File: src/design/mss_ram.sv
// generic single-port-write, single-port-read ram with registered read data
// used for the microcode store; no package dependencies
module mss_ram #(
  parameter int WIDTH = 8,
  parameter int DEPTH = 16
) (
  input  logic                     clk_i,
  input  logic                     wr_en_i,
  input  logic [$clog2(DEPTH)-1:0] wr_addr_i,
  input  logic [WIDTH-1:0]         wr_data_i,
  input  logic [$clog2(DEPTH)-1:0] rd_addr_i,
  output logic [WIDTH-1:0]         rd_data_o
);

  logic [WIDTH-1:0] mem_q [DEPTH];

  always_ff @(posedge clk_i) begin
    if (wr_en_i) begin
      mem_q[wr_addr_i] <= wr_data_i;
    end
    rd_data_o <= mem_q[rd_addr_i];
  end

endmodule

File: config.mk
export PLATFORM = sky130hd
export DESIGN_NAME = mss_ram
export DESIGN_NICKNAME = d
export VERILOG_FILES = /design/src/design/mss_ram.sv
export SDC_FILE = /design/constraint.sdc
export NUM_CORES = 1
export LEC_CHECK = 0
export BUFFER_PORTS_ARGS = -buffer_cell sky130_fd_sc_hd__buf_4
export CORE_MARGIN = 5
export CORE_UTILIZATION = 25
export CTS_BUF_LIST = sky130_fd_sc_hd__clkbuf_8
export CTS_CLUSTER_DIAMETER = 150
export CTS_CLUSTER_SIZE = 40
export DETAILED_ROUTE_END_ITERATION = 16
export PLACE_DENSITY_LB_ADDON = 0.2
export SYNTH_ARGS = -nofsm -noshare
export SYNTH_HDL_FRONTEND = slang
export SYNTH_SLANG_ARGS = --single-unit
File: constraint.sdc
create_clock -name clk_i -period 3.16 [get_ports clk_i]
set_input_delay 0.158 -clock clk_i [delete_from_list [all_inputs] [get_ports clk_i]]
set_output_delay 0.158 -clock clk_i [all_outputs]
set_load 0.03 [all_outputs]
==> results of run 1 <==
==> worst min-delay path by stage <==
| stage | from | end | slack (ns) | depth (start not counted) |
|---|---|---|---|---|
| 2_1_floorplan | wr_data_i[0] | mem_q[0][0]$_DFFE_PP_ | 0.26 | 0 |
| 3_3_place_gp | wr_data_i[7] | mem_q[15][7]$_DFFE_PP_ | 0.47 | 1 |
| 3_5_place_dp | wr_data_i[6] | mem_q[14][6]$_DFFE_PP_ | 0.49 | 1 |
| 4_1_cts | wr_data_i[6] | mem_q[14][6]$_DFFE_PP_ | 0.02 | 1 |
| 5_1_grt | wr_data_i[6] | mem_q[14][6]$_DFFE_PP_ | 0.02 | 1 |
| 6_report | wr_data_i[6] | mem_q[14][6]$_DFFE_PP_ | 0.03 | 1 |
==> area by class of cell <==
| class | instances | area, sq um |
|---|---|---|
| fill | 1973 | 14300 |
| sequential | 136 | 4000 |
| multi-input combinational | 83 | 1060 |
| tap | 270 | 338 |
| clock buffer | 17 | 234 |
| timing repair buffer | 31 | 233 |
| clock inverter | 14 | 116 |
==> state kept, by name (all words and copies together) (netlist names) <==
name / flops
rd_data_o: 8
mem_q: 128
==> layout by cell type, fill, tap and decap left out, types with 2 or more instances in the layout <==
cell	Yosys	layout
nand3b_1	2	2
clkinv_2	0	9
clkinv_1	0	2
buf_4	1	31
nand2_1	9	9
nor2_1	13	13
edfxtp_1	128	128
a22oi_1	16	16
mux4_1	14	14
dfxtp_1	8	8
nand2b_1	2	2
mux4_2	18	18
bufinv_16	0	2
clkbuf_8	0	17
nor3_1	4	4
==> metal layers <==
metal  routed length (um)  share of wire  global-route usage  up-vias
met3                  413          0.036              0.0301       15
met2                 5450           0.47               0.161       47
li1                     -              -                   -     1049
met5                    0              0                   0        -
met1                 5520           0.48               0.136     1238
met4                  193          0.017              0.0404        0
==> stage by stage <==
| stage | hold slack [ns] | std cells | worst slack, ns | area, sq um |
|---|---|---|---|---|
| after CTS | 0.0153 | 551 | 1.67 | 5980 |
| after detailed placement | 0.493 | 520 | 1.19 | 5630 |
| after global routing | 0.0233 | 551 | 1.61 | 5980 |
| after floorplan | 0.257 | 229 | 1.51 | 5150 |
| after global placement | 0.474 | 520 | 1.18 | 5630 |
| final | 0.0320 | 551 | 1.69 | 5980 |
==> worst max-delay path: cells and delay by family <==
kind	cells	cell delay, ns
buf+inv	1	0.13
simple gates	2	1.24
==> power breakdown <==
| group | switching (mW) | total, mW | internal [mW] | leakage [nW] |
|---|---|---|---|---|
| logic | 0.135 | 0.221 | 0.0861 | 0.523 |
| clock network | 0.635 | 1.31 | 0.672 | 0.194 |
| registers | 0.0120 | 2.03 | 2.01 | 1.22 |
| total | 0.783 | 3.56 | 2.77 | 1.94 |
==> kinds of logic after synthesis <==
logic type,synth area share
DFF,0.778
AOI/OAI and AO/OA,0.0233
buffers and inverters,0.0168
and+or+nand+nor,0.0318
muxes,0.150
==> impl_metrics.py, run 1 <==
metrics = {
    "sta": {
        "fin_crit_sh": 0.464,
        "skew_ns": 0.00873,
        "setup_tns_ns": 0,
        "worstMarginPinSlew_ns": 1.01,
        "setup_viol": 0,
        "grt_setup_unrepaired": "no",
        "fmax_mhz": 682,
        "fin_crit_ns": 1.47,
        "final_max_slew_viol_count": 0,
        "slew_headroom": 0.322,
        "hold_viol": 0,
    },
    "cts": {
        "cts_tree": "done",
        "clk_pin_slew_ns": 0.07,
        "h-tree-depth": 4,
        "cts_buffers": 17,
        "hold_buffers": 0,
        "post_cts_resized": 0,
        "cts.path.max_buffers": 2,
        "numClockSinks": 136,
        "cts_root_buf": "clkbuf_8",
        "clock_latency_ns": 0.45,
        "post_cts.repair.setup_buffers": 0,
    },
    "yosys": {
        "synth_common_cells": "edfxtp_1, mux4_2, a22oi_1, mux4_1, nor2_1",
        "synth_top_area_share": 0.747,
        "syn_area_per_cell_sq_um": 22.5,
        "yosysWarnings": 0,
        "yosysTopAreaCell": "edfxtp_1",
        "ys_types": 19,
        "syn_inst": 229,
        "synth_most_common_cell": "edfxtp_1",
        "synthTopCellsByArea": "edfxtp_1, mux4_2, mux4_1, dfxtp_1, a22oi_1",
        "ys_seq_elements": 136,
        "synthArstFlopShare": 0,
        "synth_ff_type": "edfxtp_1",
        "syn-num-nets": 247,
        "ys_seq_area_frac": 0.778,
        "synth_edf_count": 128,
        "syn_area_sq_um": 5150,
    },
    "grt": {
        "grt_pass1_wl_um": 17300,
        "grt_max_degree": 33,
        "grt_use_total": 0.103,
        "grt_pass1_vias": 2623,
        "antenna_found_initial": 0,
        "gr-total-overflow": 0,
    },
    "route": {
        "drcViolationCount": 0,
        "wl_per_cell_um": 21.0,
        "drt-total-wl_um": 11600,
        "dr.pass1.iters": 7,
        "dr.first_iter.drc_count": 119,
        "via_per_inst": 4.26,
        "vias": 2349,
        "ant_nets": 0,
    },
    "die": {
        "core_area_sq_um": 20200,
        "fp.dieH_um": 153,
        "dieArea_sq_um": 23600,
        "io_pins": 26,
        "std_cell_rows": 52,
        "initial_core_util": 0.254,
        "fp.dieW_um": 153,
    },
    "worst_setup_path": {
        "r2r_cells": 3,
        "slowest_stage": "nor2_1",
        "crit_start": "wr_addr_i[2]",
        "r2r_end": "rd_data_o[2]$_DFF_P_",
        "path_class": "input pin to flop",
        "critPathCaptureType": "flop",
        "r2r_slack_ns": 1.75,
        "crit_fanout": 8,
        "regToRegStartpoint": "mem_q[9][2]$_DFFE_PP_",
        "critPathCapture": "mem_q[3][2]$_DFFE_PP_",
        "worst_ep_required_time_ns": 3.22,
        "path_cells": "buf_4, or3b_2, nor2_1",
        "setup.worst_path.start_class": "input pin",
        "max_stage_delay_ns": 0.72,
        "worstPathArrival_ns": 1.53,
    },
    "status": {
        "status": "finished, final reports clean",
    },
    "layout": {
        "area_growth_pct": 16.2,
        "layout.nets": 287,
        "final_util": 0.296,
        "n_antenna_cell": 0,
        "drive_gt1_frac": 0.278,
    },
    "power": {
        "powerDensity_nw_per_um2": 594,
        "leakage_nw": 1.94,
        "p_total_mw": 3.56,
        "peakVddDrop_uv": 247,
    },
    "hold_path": {
        "hold_path_class": "input pin to flop",
    },
    "flow_run": {
        "max_cap_viol_count": 0,
    },
    "placed_design": {
        "io_buffers": 25,
        "place_congestion": 0.675,
        "dp_hpwl_um": 7160,
    },
}
(Power assumes the default switching activity.)
==> inputs of run 2 (changes only) <==
clock period = 1.4 ns   (was 3.16 ns; I/O delays follow)
==> run 2 against run 1 <==
Net effect:
- die area is the same
- sequential power grew 130%
- sequential share of layout area shrank 3.1 points
- critical endpoint is now rd_data_o[5]$_DFF_P_
- highest routed layer unchanged
- global-route usage shrank 0.15 points
- count of clock-buffer cells in the layout is the same
==> impl_metrics.py, run 2 (synthesis gave the netlist of run 1 again) <==
metrics = {
    "status": {
        "status": "finished, final reports clean",
    },
    "placed_design": {
        "io_buffers": 25,
        "place_congestion": 0.725,
        "dp_cells": 545,
        "placed_cell_area_sq_um": 5850,
        "dp_hpwl_um": 7750,
    },
    "layout": {
        "fin_area_sq_um": 6270,
        "top_register": "mem_q",
        "largest_register_ff_count": 128,
        "drive_gt1_frac": 0.330,
        "multi_input_area_sq_um": 1070,
        "fin_cells": 585,
        "layout.nets": 320,
        "n_antenna_cell": 0,
        "fillers": 1980,
        "area_growth_pct": 21.8,
        "seq_area_sq_um": 4000,
        "layout_common_cells": "edfxtp_1, buf_4, mux4_2",
        "reg.largest.list": "mem_q x128, rd_data_o x8",
        "final_common_cell": "edfxtp_1",
    },
    "cts": {
        "numClockSinks": 136,
        "clk_pin_slew_ns": 0.08,
        "h-tree-depth": 4,
        "cts.path.max_buffers": 2,
        "cts_buffers": 17,
        "clock_latency_ns": 0.43,
        "cts_tree": "done",
        "cts_root_buf": "clkbuf_8",
    },
    "worst_setup_path": {
        "cp.depth": 3,
        "crit_start": "mem_q[1][5]$_DFFE_PP_",
        "path_class": "flop to flop",
        "max_stage_delay_ns": 0.51,
        "worst-path-buf-inv": 0,
        "regToRegStartpoint": "mem_q[1][5]$_DFFE_PP_",
        "worst_ep_required_time_ns": 1.72,
        "crit_fanout": 1,
        "critPathCaptureType": "flop",
        "r2r_end": "rd_data_o[5]$_DFF_P_",
        "slowest_stage": "mux4_1",
        "r2r_slack_ns": 0.07,
        "r2r_cells": 3,
        "worstPathArrival_ns": 1.64,
        "setup.worst_path.start_class": "flop",
        "path_cells": "mux4_1, a22oi_1, nand2_1",
        "critPathTopFamily": "multiplexers",
        "critPathCapture": "rd_data_o[5]$_DFF_P_",
    },
    "sta": {
        "final_max_slew_viol_count": 0,
        "setup_viol": 0,
        "fmax_mhz": 753,
        "grt_setup_unrepaired": "no",
        "skew_ns": 0.0103,
        "fin_crit_ns": 1.33,
        "slew_headroom": 0.448,
        "fin_crit_sh": 0.949,
        "worstMarginPinSlew_ns": 0.826,
        "hold_viol": 0,
    },
    "hold_path": {
        "hold_path_class": "input pin to flop",
        "hold_path_depth": 3,
    },
    "route": {
        "dr.pass1.iters": 4,
        "drcViolationCount": 0,
        "drt-total-wl_um": 11400,
        "vias": 2489,
        "wl_per_cell_um": 19.5,
        "dr.first_iter.drc_count": 187,
        "ant_nets": 0,
        "via_per_inst": 4.25,
    },
    "power": {
        "p_sw_frac": 0.221,
        "powerDensity_nw_per_um2": 1260,
        "leakage_nw": 2.11,
        "clockPowerShare": 0.348,
        "p_total_mw": 7.87,
        "p_sw_mw": 1.74,
        "combPwrFrac": 0.070,
        "peakVddDrop_uv": 778,
        "p_seq_frac": 0.582,
        "power.internal_mw": 6.13,
    },
    "die": {
        "dieArea_sq_um": 23600,
        "fp.dieW_um": 153,
        "core_area_sq_um": 20200,
        "std_cell_rows": 52,
        "fp.dieH_um": 153,
        "io_pins": 26,
        "initial_core_util": 0.254,
    },
    "grt": {
        "grt_pass1_vias": 2710,
        "gr-total-overflow": 0,
        "grt_max_degree": 19,
        "grt_use_total": 0.102,
        "antenna_found_initial": 0,
        "grt_pass1_wl_um": 17100,
    },
    "flow_run": {
        "max_cap_viol_count": 0,
    },
}
## run 2: cell types whose count changed in the layout (fill, tap and decap cells not counted), moves of 2 or more
cell / delta
buf_4: +23
dlygate4sd3_1: +8
a22oi_1: -2
a22oi_2: +2
buf_12: +2
clkinv_2: -2
inv_1: +2
## run 2: area by class of cell
class / count / share of cell area
well taps: 270 / 0.0539
repair buffers: 64 / 0.0838
clock inverters: 15 / 0.0154
clock buffers: 17 / 0.0373
flip-flops and latches: 136 / 0.639
multi-input cells: 83 / 0.171
## run 2: worst min-delay path by stage
stage | from | end | slack (ns)
after floorplan | wr_data_i[0] | mem_q[0][0]$_DFFE_PP_ | 0.17
after global placement | wr_data_i[5] | mem_q[0][5]$_DFFE_PP_ | 0.40
after detailed placement | wr_data_i[5] | mem_q[0][5]$_DFFE_PP_ | 0.40
after CTS | wr_addr_i[0] | mem_q[0][6]$_DFFE_PP_ | 0.11
after global routing | wr_addr_i[0] | mem_q[0][6]$_DFFE_PP_ | 0.11
final | wr_addr_i[0] | mem_q[0][6]$_DFFE_PP_ | 0.16
## run 2: through the flow
| stage | setup TNS, ns | setup slack, ns | hold WS (ns) | utilization |
|---|---|---|---|---|
| detailed placement | -0.589 | -0.120 | 0.402 | 0.289 |
| finish | 0 | 0.0718 | 0.156 | 0.310 |
| global placement | -0.540 | -0.128 | 0.395 | 0.289 |
| global route | 0 | 0.00803 | 0.106 | 0.310 |
| floorplan | 0 | 0.0639 | 0.169 | - |
| CTS | 0 | 0.0396 | 0.112 | 0.310 |
## run 2: worst register-to-register path, cell delays in order (launching register included)
cell      delay (ns)
edfxtp_1        0.38
mux4_1          0.51
a22oi_1         0.21
nand2_1         0.11
## run 2: power by group through the flow
stage	sequential, mW	clock, mW	combinational [mW]
after floorplan	4.71	0	0.231
after global placement	4.67	0	0.534
after detailed placement	4.67	0	0.540
after CTS	4.58	2.86	0.561
after global routing	4.59	3.06	0.591
final	4.58	2.74	0.549
## run 2: layer usage
| metal | vias to the layer above | GRT usage | part of all wire |
|---|---|---|---|
| met5 | - | 0 | 0 |
| met4 | 0 | 0.0454 | 0.018 |
| met3 | 10 | 0.0318 | 0.037 |
| met2 | 47 | 0.149 | 0.46 |
| met1 | 1312 | 0.139 | 0.48 |
| li1 | 1120 | - | - |
## run 2: what timing repair did
| item | in CTS | in global routing |
|---|---|---|
| endpoints found under the hold margin | 128 | 0 |
| setup endpoints to repair | 1 | 1 |
| gates resized for setup | 1 | 1 |
| hold buffers | 8 | 0 |
| buffers inserted | 0 | 0 |
